==> config.mk <==
export PLATFORM = sky130hd
export DESIGN_NAME = rsa_modular_exponentiation_top
export DESIGN_NICKNAME = d
export VERILOG_FILES = /design/src/hdl/rsa_modexp_pkg.sv /design/src/hdl/rsa_modular_exponentiation_top.sv /design/src/hdl/rsa_modexp_ctrl.sv /design/src/hdl/rsa_modexp_dp.sv
export SDC_FILE = /design/constraint.sdc
export NUM_CORES = 1
export LEC_CHECK = 0
export BUFFER_PORTS_ARGS = -buffer_cell sky130_fd_sc_hd__buf_4
export CORE_ASPECT_RATIO = 1.1
export CORE_MARGIN = 2
export CORE_UTILIZATION = 46
export CTS_CLUSTER_DIAMETER = 60
export CTS_CLUSTER_SIZE = 24
export DETAILED_ROUTE_END_ITERATION = 6
export SLEW_MARGIN = 20
export SYNTH_ARGS = -nofsm -noshare
export SYNTH_HDL_FRONTEND = slang
export SYNTH_HIERARCHICAL = 1
export SYNTH_SLANG_ARGS = --single-unit
==> constraint.sdc <==
create_clock -name clock -period 7.1 [get_ports clock]
set_clock_uncertainty 0.2 [all_clocks]
set_input_delay 0 -clock clock [delete_from_list [all_inputs] [get_ports clock]]
set_output_delay 0 -clock clock [all_outputs]
set_load 0.005 [all_outputs]
==> src/hdl/rsa_modexp_pkg.sv <==
// shared types and constants for the rsa modular exponentiation block
// used by rsa_modexp_ctrl, rsa_modexp_dp and rsa_modular_exponentiation_top
package rsa_modexp_pkg;

   localparam int DATA_WIDTH    = 32;
   localparam int CSR_IDX_WIDTH = 2;
   localparam int DEF_MOD_WIDTH = 32;

   // configuration register indexes
   localparam logic [CSR_IDX_WIDTH-1:0] REG_MODULUS      = 2'd0;
   localparam logic [CSR_IDX_WIDTH-1:0] REG_PUBLIC_EXP   = 2'd1;
   localparam logic [CSR_IDX_WIDTH-1:0] REG_PRIVATE_EXP  = 2'd2;
   localparam logic [CSR_IDX_WIDTH-1:0] REG_DECRYPT_MODE = 2'd3;

   localparam logic [DATA_WIDTH-1:0] MODULUS_RESET = 32'd1;

   typedef enum logic [2:0] {
      ST_IDLE,
      ST_EXP,
      ST_MUL_ACC,
      ST_SHIFT,
      ST_MUL_SQR,
      ST_DONE
   } state_type;

   typedef struct packed {
      logic load;        // latch request and operands
      logic mul_start;   // clear partial product, load multiplier operand
      logic b_sel_base;  // multiplier operand: 0 accumulator, 1 base
      logic mul_step;    // one shift-add-reduce step
      logic acc_write;   // product goes to accumulator
      logic base_write;  // product goes to base
      logic e_shift;     // drop lowest exponent bit
      logic out_load;    // fill output register
   } dp_cmd_type;

   typedef struct packed {
      logic too_large;
      logic e_zero;
      logic e_lsb;
      logic e_rest_zero;
   } dp_status_type;

endpackage

==> src/hdl/rsa_modular_exponentiation_top.sv <==
// top level of the rsa modular exponentiation block: configuration registers,
// controller and datapath; depends on rsa_modexp_pkg, rsa_modexp_ctrl, rsa_modexp_dp
//
// usage
// - csr channel (csr_valid/csr_ready, csr_index, csr_data) writes modulus,
//   public and private exponent and decrypt mode; csr_ready is always high;
//   the user makes writes while no request is in flight (not enforced)
// - req channel carries one message word; req_ready is high only while the
//   sequencer is idle, one request is worked on at a time
// - rsp channel returns message^exponent mod modulus and too_large; a message
//   not below the modulus gives result 0 with too_large set
// - from a request to rsp_valid: a rejected message or a zero exponent goes
//   straight to the output load; otherwise each exponent bit up to the
//   highest set one takes a decision and a shift state, a MOD_WIDTH-step
//   multiply when set and a MOD_WIDTH-step squaring unless last, then the
//   output load; req_ready returns only after the output load, so a new
//   request waits until the last one is through, all work being done by the
//   single shift-add multiplier (one bit per cycle)
// - the result sits in an output register; a new request is taken while it
//   waits, and a finished result holds in the datapath until rsp_ready frees
//   the output register
// - reset is synchronous, active high: registers return to modulus 1,
//   exponents 0, encrypt mode; any request in flight is dropped
module rsa_modular_exponentiation_top #(
   parameter int MOD_WIDTH = rsa_modexp_pkg::DEF_MOD_WIDTH
) (
   input  logic                                      clock,
   input  logic                                      reset,
   input  logic                                      req_valid,
   output logic                                      req_ready,
   input  logic [rsa_modexp_pkg::DATA_WIDTH-1:0]     req_message,
   output logic                                      rsp_valid,
   input  logic                                      rsp_ready,
   output logic [rsa_modexp_pkg::DATA_WIDTH-1:0]     rsp_result,
   output logic                                      rsp_too_large,
   input  logic                                      csr_valid,
   output logic                                      csr_ready,
   input  logic [rsa_modexp_pkg::CSR_IDX_WIDTH-1:0]  csr_index,
   input  logic [rsa_modexp_pkg::DATA_WIDTH-1:0]     csr_data
);

   logic [rsa_modexp_pkg::DATA_WIDTH-1:0] modulus_ff, public_exp_ff, private_exp_ff;
   logic                                  decrypt_mode_ff;

   rsa_modexp_pkg::dp_cmd_type    cmd;
   rsa_modexp_pkg::dp_status_type status;

   assign csr_ready = 1'b1;

   always_ff @(posedge clock) begin
      if (reset) begin
         modulus_ff      <= rsa_modexp_pkg::MODULUS_RESET;
         public_exp_ff   <= '0;
         private_exp_ff  <= '0;
         decrypt_mode_ff <= 1'b0;
      end else if (csr_valid && csr_ready) begin
         case (csr_index)
            rsa_modexp_pkg::REG_MODULUS:      modulus_ff      <= csr_data;
            rsa_modexp_pkg::REG_PUBLIC_EXP:   public_exp_ff   <= csr_data;
            rsa_modexp_pkg::REG_PRIVATE_EXP:  private_exp_ff  <= csr_data;
            rsa_modexp_pkg::REG_DECRYPT_MODE: decrypt_mode_ff <= csr_data[0];
            default: begin
            end
         endcase
      end
   end

   rsa_modexp_ctrl #(
      .MOD_WIDTH (MOD_WIDTH)
   ) u_ctrl (
      .clock     (clock),
      .reset     (reset),
      .req_valid (req_valid),
      .req_ready (req_ready),
      .rsp_valid (rsp_valid),
      .rsp_ready (rsp_ready),
      .status    (status),
      .cmd       (cmd)
   );

   rsa_modexp_dp #(
      .MOD_WIDTH (MOD_WIDTH)
   ) u_dp (
      .clock            (clock),
      .cmd              (cmd),
      .status           (status),
      .req_message      (req_message),
      .modulus          (modulus_ff),
      .public_exponent  (public_exp_ff),
      .private_exponent (private_exp_ff),
      .decrypt_mode     (decrypt_mode_ff),
      .rsp_result       (rsp_result),
      .rsp_too_large    (rsp_too_large)
   );

   // one request at a time: no new request right after one is taken
   assert property (@(posedge clock) disable iff (reset)
      (req_valid && req_ready) |=> !req_ready)
      else $error("request accepted while previous one in flight");

   // a rejected message always reports a zero result
   assert property (@(posedge clock) disable iff (reset)
      (rsp_valid && rsp_too_large) |-> (rsp_result == '0))
      else $error("too_large result is not zero");

   // the output register is only refilled after a request finished its work
   assert property (@(posedge clock) disable iff (reset)
      cmd.out_load |-> !req_ready)
      else $error("output loaded while sequencer idle");

endmodule

==> src/hdl/rsa_modexp_ctrl.sv <==
// sequencer for square-and-multiply: exponent bit loop and multiply step count
// depends on rsa_modexp_pkg
module rsa_modexp_ctrl #(
   parameter int MOD_WIDTH = rsa_modexp_pkg::DEF_MOD_WIDTH
) (
   input  logic                          clock,
   input  logic                          reset,
   input  logic                          req_valid,
   output logic                          req_ready,
   output logic                          rsp_valid,
   input  logic                          rsp_ready,
   input  rsa_modexp_pkg::dp_status_type status,
   output rsa_modexp_pkg::dp_cmd_type    cmd
);

   localparam int CW = $clog2(MOD_WIDTH);
   localparam logic [CW-1:0] LAST_STEP = CW'(MOD_WIDTH - 1);

   rsa_modexp_pkg::state_type state_ff, state_in;
   logic [CW-1:0] cnt_ff, cnt_in;
   logic          rsp_valid_ff, rsp_valid_in;

   always_ff @(posedge clock) begin
      if (reset) begin
         state_ff     <= rsa_modexp_pkg::ST_IDLE;
         cnt_ff       <= '0;
         rsp_valid_ff <= 1'b0;
      end else begin
         state_ff     <= state_in;
         cnt_ff       <= cnt_in;
         rsp_valid_ff <= rsp_valid_in;
      end
   end

   always_comb begin
      state_in  = state_ff;
      cnt_in    = cnt_ff;
      cmd       = '0;
      req_ready = 1'b0;
      case (state_ff)
         rsa_modexp_pkg::ST_IDLE: begin
            req_ready = 1'b1;
            if (req_valid) begin
               cmd.load = 1'b1;
               state_in = rsa_modexp_pkg::ST_EXP;
            end
         end
         rsa_modexp_pkg::ST_EXP: begin
            if (status.too_large || status.e_zero) begin
               state_in = rsa_modexp_pkg::ST_DONE;
            end else if (status.e_lsb) begin
               cmd.mul_start  = 1'b1;
               cmd.b_sel_base = 1'b0;
               cnt_in         = '0;
               state_in       = rsa_modexp_pkg::ST_MUL_ACC;
            end else begin
               state_in = rsa_modexp_pkg::ST_SHIFT;
            end
         end
         rsa_modexp_pkg::ST_MUL_ACC: begin
            cmd.mul_step = 1'b1;
            cnt_in       = cnt_ff + 1'b1;
            if (cnt_ff == LAST_STEP) begin
               cmd.acc_write = 1'b1;
               state_in      = rsa_modexp_pkg::ST_SHIFT;
            end
         end
         rsa_modexp_pkg::ST_SHIFT: begin
            cmd.e_shift = 1'b1;
            // no squaring once the remaining exponent is empty
            if (status.e_rest_zero) begin
               state_in = rsa_modexp_pkg::ST_DONE;
            end else begin
               cmd.mul_start  = 1'b1;
               cmd.b_sel_base = 1'b1;
               cnt_in         = '0;
               state_in       = rsa_modexp_pkg::ST_MUL_SQR;
            end
         end
         rsa_modexp_pkg::ST_MUL_SQR: begin
            cmd.mul_step = 1'b1;
            cnt_in       = cnt_ff + 1'b1;
            if (cnt_ff == LAST_STEP) begin
               cmd.base_write = 1'b1;
               state_in       = rsa_modexp_pkg::ST_EXP;
            end
         end
         rsa_modexp_pkg::ST_DONE: begin
            if (!rsp_valid_ff || rsp_ready) begin
               cmd.out_load = 1'b1;
               state_in     = rsa_modexp_pkg::ST_IDLE;
            end
         end
         default: begin
            state_in = rsa_modexp_pkg::ST_IDLE;
         end
      endcase
   end

   always_comb begin
      if (cmd.out_load) begin
         rsp_valid_in = 1'b1;
      end else if (rsp_ready) begin
         rsp_valid_in = 1'b0;
      end else begin
         rsp_valid_in = rsp_valid_ff;
      end
   end

   assign rsp_valid = rsp_valid_ff;

endmodule

==> src/hdl/rsa_modexp_dp.sv <==
// datapath: operand registers, exponent shifter, shift-add modular multiplier
// and output register; depends on rsa_modexp_pkg
module rsa_modexp_dp #(
   parameter int MOD_WIDTH = rsa_modexp_pkg::DEF_MOD_WIDTH
) (
   input  logic                                   clock,
   input  rsa_modexp_pkg::dp_cmd_type             cmd,
   output rsa_modexp_pkg::dp_status_type          status,
   input  logic [rsa_modexp_pkg::DATA_WIDTH-1:0]  req_message,
   input  logic [rsa_modexp_pkg::DATA_WIDTH-1:0]  modulus,
   input  logic [rsa_modexp_pkg::DATA_WIDTH-1:0]  public_exponent,
   input  logic [rsa_modexp_pkg::DATA_WIDTH-1:0]  private_exponent,
   input  logic                                   decrypt_mode,
   output logic [rsa_modexp_pkg::DATA_WIDTH-1:0]  rsp_result,
   output logic                                   rsp_too_large
);

   localparam int W  = MOD_WIDTH;
   localparam int DW = rsa_modexp_pkg::DATA_WIDTH;

   logic [W+DW-1:0] msg_x, mod_x, exp_x;
   logic [W-1:0]    msg_w, mod_w, exp_w;

   logic [W-1:0] n_ff, e_ff, base_ff, acc_ff, r_ff, b_ff;
   logic         too_large_ff;
   logic [DW-1:0] result_ff;
   logic          result_too_large_ff;

   logic [W+1:0] sum, m1, m2, diff1, diff2;
   logic [W-1:0] r_next;
   logic [W+DW-1:0] acc_x;

   // fields are taken modulo 2^MOD_WIDTH, zero extended when wider
   assign msg_x = {{W{1'b0}}, req_message};
   assign mod_x = {{W{1'b0}}, modulus};
   assign exp_x = {{W{1'b0}}, (decrypt_mode ? private_exponent : public_exponent)};
   assign msg_w = msg_x[W-1:0];
   assign mod_w = mod_x[W-1:0];
   assign exp_w = exp_x[W-1:0];

   // r <- (2r + bit*base) mod n, sum stays below 3n
   assign sum   = {1'b0, r_ff, 1'b0} + {2'b00, (b_ff[W-1] ? base_ff : {W{1'b0}})};
   assign m1    = {2'b00, n_ff};
   assign m2    = {1'b0, n_ff, 1'b0};
   assign diff1 = sum - m1;
   assign diff2 = sum - m2;

   always_comb begin
      if (sum >= m2) begin
         r_next = diff2[W-1:0];
      end else if (sum >= m1) begin
         r_next = diff1[W-1:0];
      end else begin
         r_next = sum[W-1:0];
      end
   end

   always_ff @(posedge clock) begin
      if (cmd.load) begin
         n_ff         <= mod_w;
         e_ff         <= exp_w;
         base_ff      <= msg_w;
         acc_ff       <= W'(1);
         too_large_ff <= (msg_w >= mod_w);
      end
      if (cmd.mul_start) begin
         r_ff <= '0;
         b_ff <= cmd.b_sel_base ? base_ff : acc_ff;
      end
      if (cmd.mul_step) begin
         r_ff <= r_next;
         b_ff <= {b_ff[W-2:0], 1'b0};
      end
      if (cmd.acc_write) begin
         acc_ff <= r_next;
      end
      if (cmd.base_write) begin
         base_ff <= r_next;
      end
      if (cmd.e_shift) begin
         e_ff <= {1'b0, e_ff[W-1:1]};
      end
      if (cmd.out_load) begin
         result_ff           <= too_large_ff ? {DW{1'b0}} : acc_x[DW-1:0];
         result_too_large_ff <= too_large_ff;
      end
   end

   assign acc_x = {{DW{1'b0}}, acc_ff};

   assign status.too_large   = too_large_ff;
   assign status.e_zero      = (e_ff == '0);
   assign status.e_lsb       = e_ff[0];
   assign status.e_rest_zero = (e_ff[W-1:1] == '0);

   assign rsp_result    = result_ff;
   assign rsp_too_large = result_too_large_ff;

endmodule
---- Word-level counts from Yosys, hierarchy flattened ----
Cells that the tools add are included.
cells by class
  magnitude comparators ................... 3
  equal/unequal tests ..................... 16
  add/sub/neg operators ................... 4
  multiplexer cells ....................... 43
  reduce and logical (&&, ||, !) cells .... 20
operators with widths
  kind                                                                    number
  32-bit 2-to-1 mux                                                       13
  32-bit subtractor                                                       2
  31-bit 2-to-1 mux                                                       2
  33-bit by 32-bit adder with 34-bit output                               1
  34-bit by 32-bit greater-or-equal comparator with 1-bit output          1
  34-bit by 33-bit greater-or-equal comparator with 1-bit output          1
  32-bit greater-or-equal comparator                                      1
  32-bit zero test                                                        1
  31-bit zero test                                                        1
  3-bit case mux with 6 select lines                                      1
  3-bit 2-to-1 mux                                                        5
  5-bit 2-to-1 mux                                                        3
  5-bit case mux with 3 select lines                                      1
  1-bit 2-to-1 mux                                                        14
  2-bit nonzero test                                                      5
  2-bit by 1-bit != test with 1-bit output (second input constant)        4
  2-bit AND reduction                                                     4
  4-bit AND reduction                                                     2
  3-bit by 2-bit equality test with 1-bit output (second input constant)  2
  3-bit equality test (second input constant)                             2
  2-bit 2-to-1 mux                                                        3
  2-bit != test (second input constant)                                   3
  5-bit by 1-bit adder with 5-bit output (second input constant)          1
  5-bit equality test (second input constant)                             1
  10 further kinds                                                        12
word-level totals
  input bits .............................. 71
  output and inout bits ................... 36
  word-level logic and storage cells ...... 104
  flip-flop bits (word level) ............. 332

---- Logic depth before layout (Yosys ltp) ----
Gate-level depths: netlist of run 1.
  depth after elaboration ................. 7
  mapped depth ............................ 27
  mapped depth without buffers ............ 23

---- Modules after synthesis ----
Netlist of run 1, hierarchy kept.
by module, submodules not included
  module                          area an instance (sq um)  cells an instance  sequential area each (sq um)  instances
  rsa_modexp_dp                   16089.2                   1618               6766.5                        1
  rsa_modular_exponentiation_top  3922.5                    357                1941.9                        1
  rsa_modexp_ctrl                 628.1                     77                 180.2                         1

---- Least setup slack after synthesis of run 1 ----
Ideal clock, no wire load.
  kind .................................... flip-flop to flip-flop
  start ................................... register u_ctrl.state_ff[1]
  end ..................................... register u_dp.acc_ff[0], enable pin
  path slack .............................. 1.277 ns
  arrival time ............................ 5.248 ns
  stages on the path, launching flop included .. 5
  setup time .............................. 0.375 ns
  required time ........................... 6.525 ns
  period minus slack after synthesis ...... 5.823 ns
  buffers on the path ..................... 2
  cells stage by stage .................... dfxtp_1 > buf_6 > buf_2 > nor4b_1 > or2_2
RTL lines
  item                    line                   RTL
  from (decl)             rsa_modexp_ctrl.sv:19  rsa_modexp_pkg::state_type state_ff, state_in;
  from (signal assigned)  rsa_modexp_ctrl.sv:25  state_ff <= rsa_modexp_pkg::ST_IDLE;
  from (signal assigned)  rsa_modexp_ctrl.sv:29  state_ff <= state_in;
  to (signal assigned)    rsa_modexp_dp.sv:75    acc_ff <= r_next;
  to (decl)               rsa_modexp_dp.sv:24    logic [W-1:0] n_ff, e_ff, base_ff, acc_ff, r_ff, b_ff;

---- Worst setup path after layout of run 1 ----
  start ................................... register u_dp.b_ff[31]
  end ..................................... register u_dp.base_ff[29], data pin
on the way
  word-level cells in the longest chain between the ends .. 6
  elaborated cells between the ends (all ways) .. 9
  classes of those cells .................. 3 x add/sub; 2 x order compare; 4 x mux
ends and longest elaborated chain
  item                                                                                                 line                                      RTL
  from (decl)                                                                                          rsa_modexp_dp.sv:24
  from (signal assigned)                                                                               rsa_modexp_dp.sv:68                       b_ff <= cmd.b_sel_base ? base_ff : acc_ff;
  from (signal assigned)                                                                               rsa_modexp_dp.sv:72                       b_ff <= {b_ff[W-2:0], 1'b0};
  32-bit 2-to-1 mux (*)                                                                                rsa_modexp_dp.sv:42                       assign sum = {1'b0, r_ff, 1'b0} + {2'b00, (b_ff[W-1] ? base_ff : {W{1'b0}})};
  33-bit by 32-bit adder with 34-bit output (*)                                                        rsa_modexp_dp.sv:42
  32-bit subtractor or 34-bit by 32-bit greater-or-equal comparator with 1-bit output (tied branches)  rsa_modexp_dp.sv:45, rsa_modexp_dp.sv:51
  32-bit 2-to-1 mux                                                                                    rsa_modexp_dp.sv:51                       end else if (sum >= m1) begin
  32-bit 2-to-1 mux (*)                                                                                rsa_modexp_dp.sv:49                       if (sum >= m2) begin
  32-bit 2-to-1 mux (*)                                                                                rsa_modexp_dp.sv:77                       if (cmd.base_write) begin
  to (signal assigned)                                                                                 rsa_modexp_dp.sv:62                       base_ff <= msg_w;
  to (signal assigned)                                                                                 rsa_modexp_dp.sv:78                       base_ff <= r_next;
  to (decl)                                                                                            rsa_modexp_dp.sv:24
Every way passes the cells marked *; elsewhere a longest branch is shown, timed or not.
A chain may end at the register's enable or synchronous reset.

==> impl_metrics.json, run 1 <==
{
  "finalHoldWorstSlack_ns": 0.0795,
  "synthesis.area_um2": 20600,
  "clock_tree.htree_level_count": 1,
  "max_slew.worst_pin.slew_ns": 0.983,
  "postSynthRegisterBits": 332,
  "hold_viol": 0,
  "groute.usage.overall_pct": 23.8,
  "drive_gt1_share_pct": 11.0,
  "drv_cap": 0,
  "yosysWarningCount": 6,
  "worstSetupStartpointType": "register",
  "cts_buffer_depth": 3,
  "tritoncts_num_sinks": 332,
  "post_detailed_routing_wire_length_mm": 55.1,
  "clkSlewWorstSetupHoldPaths_ns": 0.09,
  "pwr_per_cell_area_nw_per_um2": 321,
  "setup.reg_to_reg.worst_slack_ns": 0.41,
  "slew_headroom_pct": 34.4,
  "drt_iter0_markers": 991,
  "ys_seq_area_share_pct": 43.1,
  "rsz_0062_raised_after_global_routing": "false",
  "required_time_of_the_critical_path_ns": 7.24,
  "post-layout-total-power_uw": 7610,
  "timing.critical_path.cells": "buf_4 > and2_1 > ha_1 > a21oi_1 > a21oi_1 > nor3_1 > a211oi_1 > nor3_1 > buf_4 > o21ai_0 > a311oi_1 > nor2_1 > ha_1 > nand3_1 > or4_1 > nor4_1 > nor3_1 > o211ai_1 > nor2_2 > a2111oi_0 > a211oi_2 > mux2_2",
  "finalCriticalPeriod_ns": 6.69,
  "worstPathBufferInverterCount": 2,
  "vias_in_the_first_global_route": 15300,
  "netlist_instances": 2052,
  "share_of_the_clock_period_used_by_the_worst_path_pct": 94.3,
  "hold_path_class": "primary input to register",
  "final_core_utilization_pct": 53.4,
  "most_common_library_cell_in_the_layout_ignoring_fill_and_taps": "sky130_fd_sc_hd__edfxtp_1",
  "number_of_cts_inserted_buffers": 29,
  "floorplan.initialDensity_pct": 46.5,
  "die_w_um": 206,
  "arrival_ns": 6.83,
  "detail_route.first_pass.iterations": 5,
  "synthToLayoutAreaGrowth_pct": 14.8,
  "layout.filler_cells": 4022,
  "cellLeakagePower_uw": 0.00939,
  "dominantRegCellSynth": "sky130_fd_sc_hd__edfxtp_1",
  "grt_first_pass_wirelength_mm": 86.1,
  "synth_enable_flop_cells": 224,
  "slowest_cell_delay_on_critical_path_ns": 0.64,
  "crit_type": "register to register",
  "hpwl_mm": 41.0,
  "finalMaxSlewViolations": 0,
  "gp_congestion": 0.957,
  "crit_slowest_cell": "sky130_fd_sc_hd__or4_1",
  "crit_family": "simple AND/OR/NAND/NOR gates",
  "cts_tree": "built",
  "critical_path.max_fanout": 24,
  "gr_overflow_total": 0,
  "buffer_type_at_the_clock_tree_root": "sky130_fd_sc_hd__clkbuf_16",
  "setup-violations-final": 0,
  "placement_rows": 81,
  "num_io_pins": 107,
  "clock.fmax_ghz": 0.149,
  "multi_input_comb_area_um2": 10900,
  "dr_vias_cell": 5.54,
  "crit_path_most_repeated_cell": "sky130_fd_sc_hd__nor3_1",
  "syn_avg_cell_area_um2": 10.1,
  "layout.area.seq_um2": 8890,
  "avgRoutedWirePerCell_um": 19.7,
  "vdd_drop_max_v": 0.000211,
  "worst_skew_late_latency_ns": 0.60,
  "critical_path.endpoint_type": "register",
  "nets": 2389,
  "drc": 0,
  "chipHeight_um": 226,
  "io_buffer_count": 105,
  "detailroute.via_count": 15500,
  "core_area_um2": 44400,
  "grt_antenna_before_repair": 0,
  "postCtsSetupBuffers": 0,
  "final_cell_mix": "224 x sky130_fd_sc_hd__edfxtp_1, 197 x sky130_fd_sc_hd__mux2i_1, 141 x sky130_fd_sc_hd__nand2b_1",
  "synthDistinctLibCells": 90,
  "outcome": "completed",
  "syn_nets": 2255,
  "async_flop_share_pct": 0,
  "totalNegativeSetupSlack_ns": 0,
  "count_of_antenna_violating_nets_left_after_detailed_routing": 0,
  "pin_count_of_the_biggest_net_entering_global_routing": 140,
  "fp.dieArea_um2": 46600
}
## report_power, final
part           switching, uW  internal, uW  leakage [uW]  total (uW)
logic                   2170          1350       0.00585        3510
clock network            861           855      0.000514        1720
registers               93.6          2290       0.00303        2380
## cell type report
| class | instances | share of cell area [%] |
|---|---|---|
| inverters | 100 | 1.58 |
| clock buffers | 33 | 3.26 |
| diodes | 1 | 0.0106 |
| repair buffers | 199 | 7.19 |
| flip-flops and latches | 332 | 37.5 |
| multi-input cells | 1524 | 46.2 |
| clock inverters | 21 | 1.15 |
| well taps | 581 | 3.07 |
## cells in the mapped netlist (17+ instances only)
master	count	area (um2)
sky130_fd_sc_hd__edfxtp_1	224	6730
sky130_fd_sc_hd__a211oi_1	18	135
sky130_fd_sc_hd__clkbuf_1	61	229
sky130_fd_sc_hd__xnor2_1	48	420
sky130_fd_sc_hd__mux2i_1	197	1970
sky130_fd_sc_hd__nand4_1	17	106
sky130_fd_sc_hd__nand3_1	28	140
sky130_fd_sc_hd__xor2_1	23	201
sky130_fd_sc_hd__a21oi_1	113	566
sky130_fd_sc_hd__o21a_1	20	150
sky130_fd_sc_hd__dfxtp_1	108	2160
sky130_fd_sc_hd__nor3_1	28	140
sky130_fd_sc_hd__nor2_1	93	349
sky130_fd_sc_hd__inv_1	98	368
sky130_fd_sc_hd__o21ai_0	121	606
sky130_fd_sc_hd__nand2_1	136	510
sky130_fd_sc_hd__nor2b_1	49	307
sky130_fd_sc_hd__a21o_1	44	330
sky130_fd_sc_hd__and2_1	91	569
sky130_fd_sc_hd__ha_1	129	1610
sky130_fd_sc_hd__nand2b_1	141	882
sky130_fd_sc_hd__mux2_2	26	293
## logic make-up (layout without fill, tap and decap cells)
logic type | count (synthesis) | after routing | synth area share, %
AO/OA/AOI/OAI | 426 | 426 | 13.0
XOR/XNOR | 71 | 71 | 3.01
adder cells (fa/ha/maj) | 132 | 132 | 8.11
buffers and inverters | 196 | 353 | 4.10
flip-flops | 332 | 332 | 43.1
multiplexers | 225 | 225 | 11.1
other | 1 | 2 | 0.0182
AND/OR/NAND/NOR | 669 | 669 | 17.6
## routing by layer
metal	vias to the layer above	part of all wire (%)	global-route usage, %
met4	0	2.7	6.61
met1	7328	47	32.6
met3	79	4.0	2.28
met5	-	0	0
li1	7668	-	-
met2	391	47	40.1
## what timing repair did
action / CTS / global route
endpoints found under the hold margin: 171 / 0
resized for setup: 0 / 1
setup endpoints to repair: 0 / 1
hold buffers: 77 / 0
## worst paths after layout
kind | startpoint | endpoint | depth (start not counted)
setup / recovery | u_dp/b_ff[31] | u_dp/base_ff[29] | 22
hold / removal | csr_data[21] | modulus_ff[21] | 4
setup reg to reg | u_dp/b_ff[31] | u_dp/base_ff[29] | 22
hold reg to reg | modulus_ff[12] | u_dp/n_ff[12] | 0
## through the flow
step / setup slack [ns] / instances / instance area (um2)
floorplan: 1.28 / 2052 / 20600
global placement: 0.485 / 2659 / 21900
detailed placement: 0.434 / 2659 / 21900
CTS: 0.409 / 2790 / 23700
global route: 0.0303 / 2790 / 23700
finish: 0.408 / 2791 / 23700
## tightest hold or removal path: stages
cell                            delay (ns)
sky130_fd_sc_hd__dlygate4sd3_1        0.52
sky130_fd_sc_hd__buf_4                0.10
sky130_fd_sc_hd__nand2b_1             0.09
sky130_fd_sc_hd__mux2i_1              0.13
(Power assumes the default switching activity.)
==> inputs of run 2 (changes only) <==
--- a/config.mk
+++ b/config.mk
@@ -6,12 +6,13 @@
 export NUM_CORES = 1
 export LEC_CHECK = 0
 export BUFFER_PORTS_ARGS = -buffer_cell sky130_fd_sc_hd__buf_4
-export CORE_ASPECT_RATIO = 1.1
+export CORE_ASPECT_RATIO = 0.6
 export CORE_MARGIN = 2
 export CORE_UTILIZATION = 46
 export CTS_CLUSTER_DIAMETER = 60
 export CTS_CLUSTER_SIZE = 24
 export DETAILED_ROUTE_END_ITERATION = 6
+export PLACE_DENSITY = 0.65
 export SLEW_MARGIN = 20
 export SYNTH_ARGS = -nofsm -noshare
 export SYNTH_HDL_FRONTEND = slang
==> constraint.sdc (replaced) <==
create_clock -name clock -period 6.1 [get_ports clock]
set_clock_uncertainty 0.2 [all_clocks]
set_input_delay 0 -clock clock [delete_from_list [all_inputs] [get_ports clock]]
set_output_delay 0 -clock clock [all_outputs]
set_load 0.005 [all_outputs]
==> impl_metrics.json, run 2 (synthesis results as in run 1) <==
{
  "cellLeakagePower_uw": 0.00995,
  "core_area_um2": 44500,
  "num_io_pins": 107,
  "detailroute.via_count": 16500,
  "clkSlewWorstSetupHoldPaths_ns": 0.09,
  "floorplan.initialDensity_pct": 46.4,
  "grt_first_pass_wirelength_mm": 95.9,
  "gr_overflow_total": 0,
  "nets": 2504,
  "hpwl_mm": 48.8,
  "tritoncts_num_sinks": 332,
  "worstSetupStartpointType": "register",
  "cts_tree": "built",
  "avgRoutedWirePerCell_um": 22.0,
  "detail_route.first_pass.iterations": 5,
  "count_of_antenna_violating_nets_left_after_detailed_routing": 0,
  "vias_in_the_first_global_route": 15500,
  "drc": 0,
  "post_detailed_routing_wire_length_mm": 64.1,
  "groute.usage.overall_pct": 26.9,
  "placedCellCount": 2778,
  "hold_viol": 0,
  "crit_type": "register to register",
  "setup_ws_ns": 0.162,
  "post-place-ws_ns": -0.464,
  "setup-violations-final": 0,
  "place_area_um2": 22700,
  "share_of_the_clock_period_used_by_the_worst_path_pct": 97.4,
  "critical_path.max_fanout": 18,
  "required_time_of_the_critical_path_ns": 6.24,
  "drv_cap": 0,
  "buffer_type_at_the_clock_tree_root": "sky130_fd_sc_hd__clkbuf_16",
  "io_buffer_count": 105,
  "drive_gt1_share_pct": 17.1,
  "fp.dieArea_um2": 46600,
  "pin_count_of_the_biggest_net_entering_global_routing": 140,
  "placement_rows": 60,
  "chipHeight_um": 168,
  "dr_vias_cell": 5.66,
  "max_slew.worst_pin.slew_ns": 1.05,
  "clock.fmax_ghz": 0.168,
  "fin_cells": 2909,
  "cts_buffer_depth": 3,
  "hold_path_class": "primary input to register",
  "synthToLayoutAreaGrowth_pct": 20.0,
  "stdcell_area_um2": 24800,
  "clock_tree.htree_level_count": 1,
  "arrival_ns": 6.08,
  "worst_skew_late_latency_ns": 0.58,
  "slew_headroom_pct": 29.7,
  "number_of_cts_inserted_buffers": 23,
  "finalHoldWorstSlack_ns": 0.0949,
  "drt_iter0_markers": 1572,
  "finalMaxSlewViolations": 0,
  "pwr_per_cell_area_nw_per_um2": 394,
  "most_common_library_cell_in_the_layout_ignoring_fill_and_taps": "sky130_fd_sc_hd__buf_4",
  "post-layout-total-power_uw": 9750,
  "gp_congestion": 0.986,
  "outcome": "completed",
  "critical_path.endpoint_type": "register",
  "grt_antenna_before_repair": 2,
  "final_cell_mix": "232 x sky130_fd_sc_hd__buf_4, 224 x sky130_fd_sc_hd__edfxtp_1, 196 x sky130_fd_sc_hd__mux2i_1",
  "vdd_drop_max_v": 0.000255,
  "die_w_um": 277,
  "finalCriticalPeriod_ns": 5.94
}
==> run 2: what timing repair did <==
| item | 4_1_cts | 5_1_grt |
|---|---|---|
| hold endpoints to repair | 137 | 0 |
| gates resized for setup | 15 | 62 |
| buffers inserted | 0 | 7 |
| cloned | 0 | 2 |
| endpoints found under the setup margin | 81 | 96 |
| pin swaps | 0 | 20 |
| hold buffers | 78 | 0 |
==> run 2: per-layer routing <==
layer  share of wire (%)  track usage (%)  wire, um
met2                  38             35.7     24500
met5                   0                0         0
met3                  10             8.42      6630
met4                 2.0             4.61      1270
met1                  49             42.3     31700
==> run 2: report_power, final <==
group	switching, uW	internal, uW	leakage (uW)	total (uW)
combinational	3130	2110	0.00653	5240
clock	911	828	0.000398	1740
sequential	110	2660	0.00303	2770
==> run 2: worst max-delay path, stage by stage, from the launching register on <==
cell	delay [ns]
sky130_fd_sc_hd__edfxtp_1	0.39
sky130_fd_sc_hd__buf_4	0.17
sky130_fd_sc_hd__and2_1	0.14
sky130_fd_sc_hd__ha_1	0.31
sky130_fd_sc_hd__buf_4	0.15
sky130_fd_sc_hd__a21o_1	0.21
sky130_fd_sc_hd__o41ai_4	0.42
sky130_fd_sc_hd__buf_4	0.19
sky130_fd_sc_hd__a21oi_2	0.07
sky130_fd_sc_hd__o2111a_1	0.27
sky130_fd_sc_hd__o21ai_1	0.21
sky130_fd_sc_hd__mux2_2	0.38
sky130_fd_sc_hd__nand2_1	0.14
sky130_fd_sc_hd__ha_1	0.21
sky130_fd_sc_hd__nand3_2	0.15
sky130_fd_sc_hd__or4_4	0.59
sky130_fd_sc_hd__nor4_4	0.18
sky130_fd_sc_hd__nor3_1	0.08
sky130_fd_sc_hd__o211ai_1	0.22
sky130_fd_sc_hd__nor2_4	0.09
sky130_fd_sc_hd__buf_6	0.16
sky130_fd_sc_hd__buf_12	0.15
sky130_fd_sc_hd__mux2i_1	0.14
sky130_fd_sc_hd__buf_4	0.18
sky130_fd_sc_hd__mux2_2	0.26
==> run 2: stage by stage <==
step                      util [%]  TNS (ns)
after detailed placement      51.0    -13.37
after global routing          55.6    -0.100
after global placement        51.0    -12.30
after CTS                     54.8         0
after floorplan                  -         0
final                         55.6         0
==> run 2: layout make-up <==
type / count / area (um2)
fill: 3925 / 19800
multi-input combinational: 1525 / 11300
sequential: 332 / 8890
timing repair buffer: 319 / 2630
tap: 589 / 737
clock buffer: 28 / 616
inverter: 100 / 375
clock inverter: 13 / 226
antenna: 3 / 7.51
==> run 2: path summary, 6_finish.rpt <==
| kind | startpoint | endpoint | slack, ns | cells after the start |
|---|---|---|---|---|
| max | u_dp/b_ff[31] | u_dp/base_ff[1] | 0.16 | 24 |
| min | req_message[29] | u_dp/base_ff[29] | 0.09 | 3 |
| max reg2reg | u_dp/b_ff[31] | u_dp/base_ff[1] | 0.16 | 24 |
| min reg2reg | modulus_ff[15] | u_dp/n_ff[15] | 0.27 | 0 |
==> inputs of run 3 (changes only) <==
--- a/config.mk
+++ b/config.mk
@@ -16,5 +16,4 @@
 export SLEW_MARGIN = 20
 export SYNTH_ARGS = -nofsm -noshare
 export SYNTH_HDL_FRONTEND = slang
-export SYNTH_HIERARCHICAL = 1
 export SYNTH_SLANG_ARGS = --single-unit
==> impl_metrics.json, run 3 <==
{
  "outcome": "completed",
  "hold_end": "modulus_ff[14]",
  "crit_slowest_cell": "sky130_fd_sc_hd__edfxtp_1",
  "cellLeakagePower_uw": 0.00935,
  "grt_first_pass_wirelength_mm": 96.2,
  "pin_count_of_the_biggest_net_entering_global_routing": 103,
  "timing.critical_path.cells": "buf_6 > buf_4 > and2_1 > ha_1 > o21ai_1 > o21ba_1 > o211ai_2 > a211oi_2 > o31a_1 > buf_4 > o21ai_2 > xnor2_2 > ha_1 > buf_4 > and3_1 > and3_2 > o211ai_1 > and2_1 > a21oi_1 > o31a_1 > mux2i_1 > a211oi_1",
  "reg2reg_start": "u_dp.b_ff[31]",
  "groute.usage.overall_pct": 27.9,
  "sw_frac_of_total_pct": 45.6,
  "number_of_cts_inserted_buffers": 22,
  "required_time_of_the_critical_path_ns": 6.19,
  "synth.top_cells.by_area": "sky130_fd_sc_hd__edfxtp_1 34%, sky130_fd_sc_hd__dfxtp_1 11%, sky130_fd_sc_hd__ha_1 8.1%",
  "multi_input_comb_area_um2": 10500,
  "vias_in_the_first_global_route": 16500,
  "critical_path.reg2reg.endpoint": "u_dp.r_ff[27]",
  "fp.dieArea_um2": 45200,
  "count_of_antenna_violating_nets_left_after_detailed_routing": 0,
  "cts_buffer_depth": 3,
  "clock_tree.htree_level_count": 1,
  "synth_enable_flop_cells": 224,
  "pwr_per_cell_area_nw_per_um2": 481,
  "most_common_library_cell_in_the_layout_ignoring_fill_and_taps": "sky130_fd_sc_hd__nand2_1",
  "netlist_instances": 2147,
  "hold_viol": 0,
  "post-synth-top-count-cell": "sky130_fd_sc_hd__nand2_1",
  "synthesis.area_um2": 20000,
  "avgRoutedWirePerCell_um": 21.6,
  "buffer_type_at_the_clock_tree_root": "sky130_fd_sc_hd__clkbuf_16",
  "io_buffer_count": 105,
  "post-layout-total-power_uw": 11500,
  "floorplan.initialDensity_pct": 46.4,
  "combinationalPowerShare_pct": 59.6,
  "worstRegToRegCells": 22,
  "drc": 0,
  "slew_headroom_pct": 28.4,
  "share_of_the_clock_period_used_by_the_worst_path_pct": 96.9,
  "min_delay_path_depth": 4,
  "dr_vias_cell": 5.89,
  "syn_avg_cell_area_um2": 9.31,
  "synth.largest_area_cell": "sky130_fd_sc_hd__edfxtp_1",
  "synthDistinctLibCells": 88,
  "setup-violations-final": 0,
  "core_area_um2": 43100,
  "worst_skew_late_latency_ns": 0.57,
  "synthAdderAreaFrac_pct": 8.38,
  "ys_seq_area_share_pct": 44.5,
  "detail_route.first_pass.iterations": 5,
  "post_synth_and_or_nand_nor_area_fraction_pct": 17.0,
  "cts_tree": "built",
  "main_combinational_cell_family_by_area_after_synthesis": "compound AO/OA/AOI/OAI gates",
  "yosysWarningCount": 0,
  "yosys.area_share.xor_xnor_pct": 2.59,
  "tritoncts_num_sinks": 332,
  "gr_overflow_total": 0,
  "finalCriticalPeriod_ns": 5.91,
  "drt_iter0_markers": 1663,
  "arrival_ns": 6.00,
  "max_slew.worst_pin.slew_ns": 1.06,
  "dominantRegCellSynth": "sky130_fd_sc_hd__edfxtp_1",
  "crit_type": "register to register",
  "nets": 2579,
  "clock.fmax_ghz": 0.169,
  "drive_gt1_share_pct": 14.9,
  "netlist_top_cells_count": "302 x sky130_fd_sc_hd__nand2_1, 265 x sky130_fd_sc_hd__a21oi_1, 224 x sky130_fd_sc_hd__edfxtp_1",
  "detailroute.via_count": 17500,
  "switching_power_uw": 5260,
  "synth_top_area_share_pct": 33.7,
  "slowest_cell_delay_on_critical_path_ns": 0.54,
  "crit_path_most_repeated_cell": "sky130_fd_sc_hd__buf_4",
  "min-delay-start": "csr_data[14]",
  "drv_cap": 0,
  "postSynthRegisterBits": 332,
  "hpwl_mm": 47.6,
  "hold_path_class": "primary input to register",
  "die_w_um": 273,
  "compound_cell_area_share_of_the_yosys_netlist_pct": 20.5,
  "synth_mux_area_share_pct": 2.46,
  "worstSetupStartpointType": "register",
  "p_int_uw": 6270,
  "synthToLayoutAreaGrowth_pct": 20.0,
  "critical_path.endpoint_type": "register",
  "share_seq_of_total_power_pct": 25.2,
  "layout.area.seq_um2": 8890,
  "post_detailed_routing_wire_length_mm": 64.1,
  "vdd_drop_max_v": 0.000318,
  "finalMaxSlewViolations": 0,
  "final_core_utilization_pct": 55.6,
  "setup.reg_to_reg.worst_slack_ns": 0.19,
  "num_io_pins": 107,
  "totalNegativeSetupSlack_ns": 0,
  "final_cell_mix": "298 x sky130_fd_sc_hd__nand2_1, 259 x sky130_fd_sc_hd__a21oi_1, 224 x sky130_fd_sc_hd__edfxtp_1",
  "layout.filler_cells": 3849,
  "critical_path.max_fanout": 8,
  "chipHeight_um": 165,
  "gp_congestion": 0.948,
  "async_flop_share_pct": 0,
  "clkPwrFrac_pct": 15.2,
  "diodes": 0,
  "grt_antenna_before_repair": 0,
  "clkSlewWorstSetupHoldPaths_ns": 0.10,
  "placement_rows": 59,
  "syn_nets": 2350
}
-- run 3: changes by cell type after synthesis, moves of 17 or more --
cell,before,now
sky130_fd_sc_hd__nand2_1,136,302
sky130_fd_sc_hd__and2_1,91,41
sky130_fd_sc_hd__mux2i_1,197,48
sky130_fd_sc_hd__a222oi_1,0,24
sky130_fd_sc_hd__nand2b_1,141,6
sky130_fd_sc_hd__clkbuf_1,61,78
sky130_fd_sc_hd__inv_1,98,126
sky130_fd_sc_hd__nor2_1,93,124
sky130_fd_sc_hd__o21ai_0,121,68
sky130_fd_sc_hd__a21oi_1,113,265
sky130_fd_sc_hd__mux2_2,26,1
sky130_fd_sc_hd__nor3_1,28,63
-- run 3: power by group through the flow --
stage / clock [uW] / sequential (uW) / combinational [uW]
3_3_place_gp: 0 / 2950 / 6320
5_1_grt: 1850 / 2930 / 7410
6_report: 1760 / 2910 / 6870
2_1_floorplan: 0 / 2890 / 4290
4_1_cts: 1780 / 2900 / 6450
3_5_place_dp: 0 / 2950 / 6350
-- run 3: cell type report --
cell class	count	share of cell area, %
Clock inverter	13	0.814
Multi-Input combinational cell	1587	43.6
Tap cell	579	3.02
Inverter	128	2.00
Timing Repair Buffer	305	10.9
Clock buffer	27	2.63
Sequential cell	332	37.1
-- run 3: how the worst max path moves through the flow --
stage / start / to / slack (ns) / cells after the start
2_1_floorplan: u_dp.b_ff[31] / u_dp.base_ff[18] / 0.96 / 24
3_3_place_gp: u_dp.b_ff[31] / u_dp.acc_ff[27] / 0.12 / 20
3_5_place_dp: u_dp.b_ff[31] / u_dp.acc_ff[27] / -0.05 / 21
4_1_cts: u_dp.b_ff[31] / u_dp.acc_ff[5] / 0.02 / 21
5_1_grt: u_dp.b_ff[31] / u_dp.base_ff[27] / -0.06 / 22
6_report: u_dp.b_ff[31] / u_dp.r_ff[27] / 0.19 / 22
-- run 3: what timing repair did --
action                     in CTS  in global routing
hold endpoints to repair      134                  0
setup buffers                   0                  6
gates cloned                    0                  1
setup endpoints to repair       4                 96
pin swaps                       0                 20
gates resized for setup         2                 53
hold buffers                   93                  0
-- run 3: routing by layer --
layer,up-vias,wire length [um],track usage (%)
li1,8277,-,-
met1,8475,30300,41.2
met2,671,27600,42.6
met3,80,4970,5.03
met4,0,1220,6.11
met5,-,0,0
-- run 3: critical path, delay by kind of cell, from the launching register on --
| family | cells | cell delay (ns) |
|---|---|---|
| AOI/OAI and AO/OA | 10 | 2.15 |
| muxes | 1 | 0.30 |
| DFF | 1 | 0.54 |
| and+or+nand+nor | 4 | 0.90 |
| adders and majority gates | 2 | 0.62 |
| xor gates and xnor gates | 1 | 0.25 |
| buffers and inverters | 4 | 0.67 |
-- run 3: kinds of logic (layout without fill, tap and decap cells) --
family	Yosys count	after routing
xor+xnor	59	59
flops	332	332
buf+inv	228	473
mux	49	49
simple gates	722	722
compound gates	624	624
fa+ha+maj	132	132
other cells	1	1
-- run 3: per-stage QoR --
stage               setup WS, ns  hold WS, ns  instances  instance area (um2)
finish                     0.188       0.0454       2971                24000
global placement           0.121       0.0666       2830                21900
detailed placement       -0.0550       0.0729       2830                21900
floorplan                  0.958      -0.0789       2147                20000
global route             -0.0583       0.0474       2971                24000
CTS                       0.0202       0.0326       2963                23700
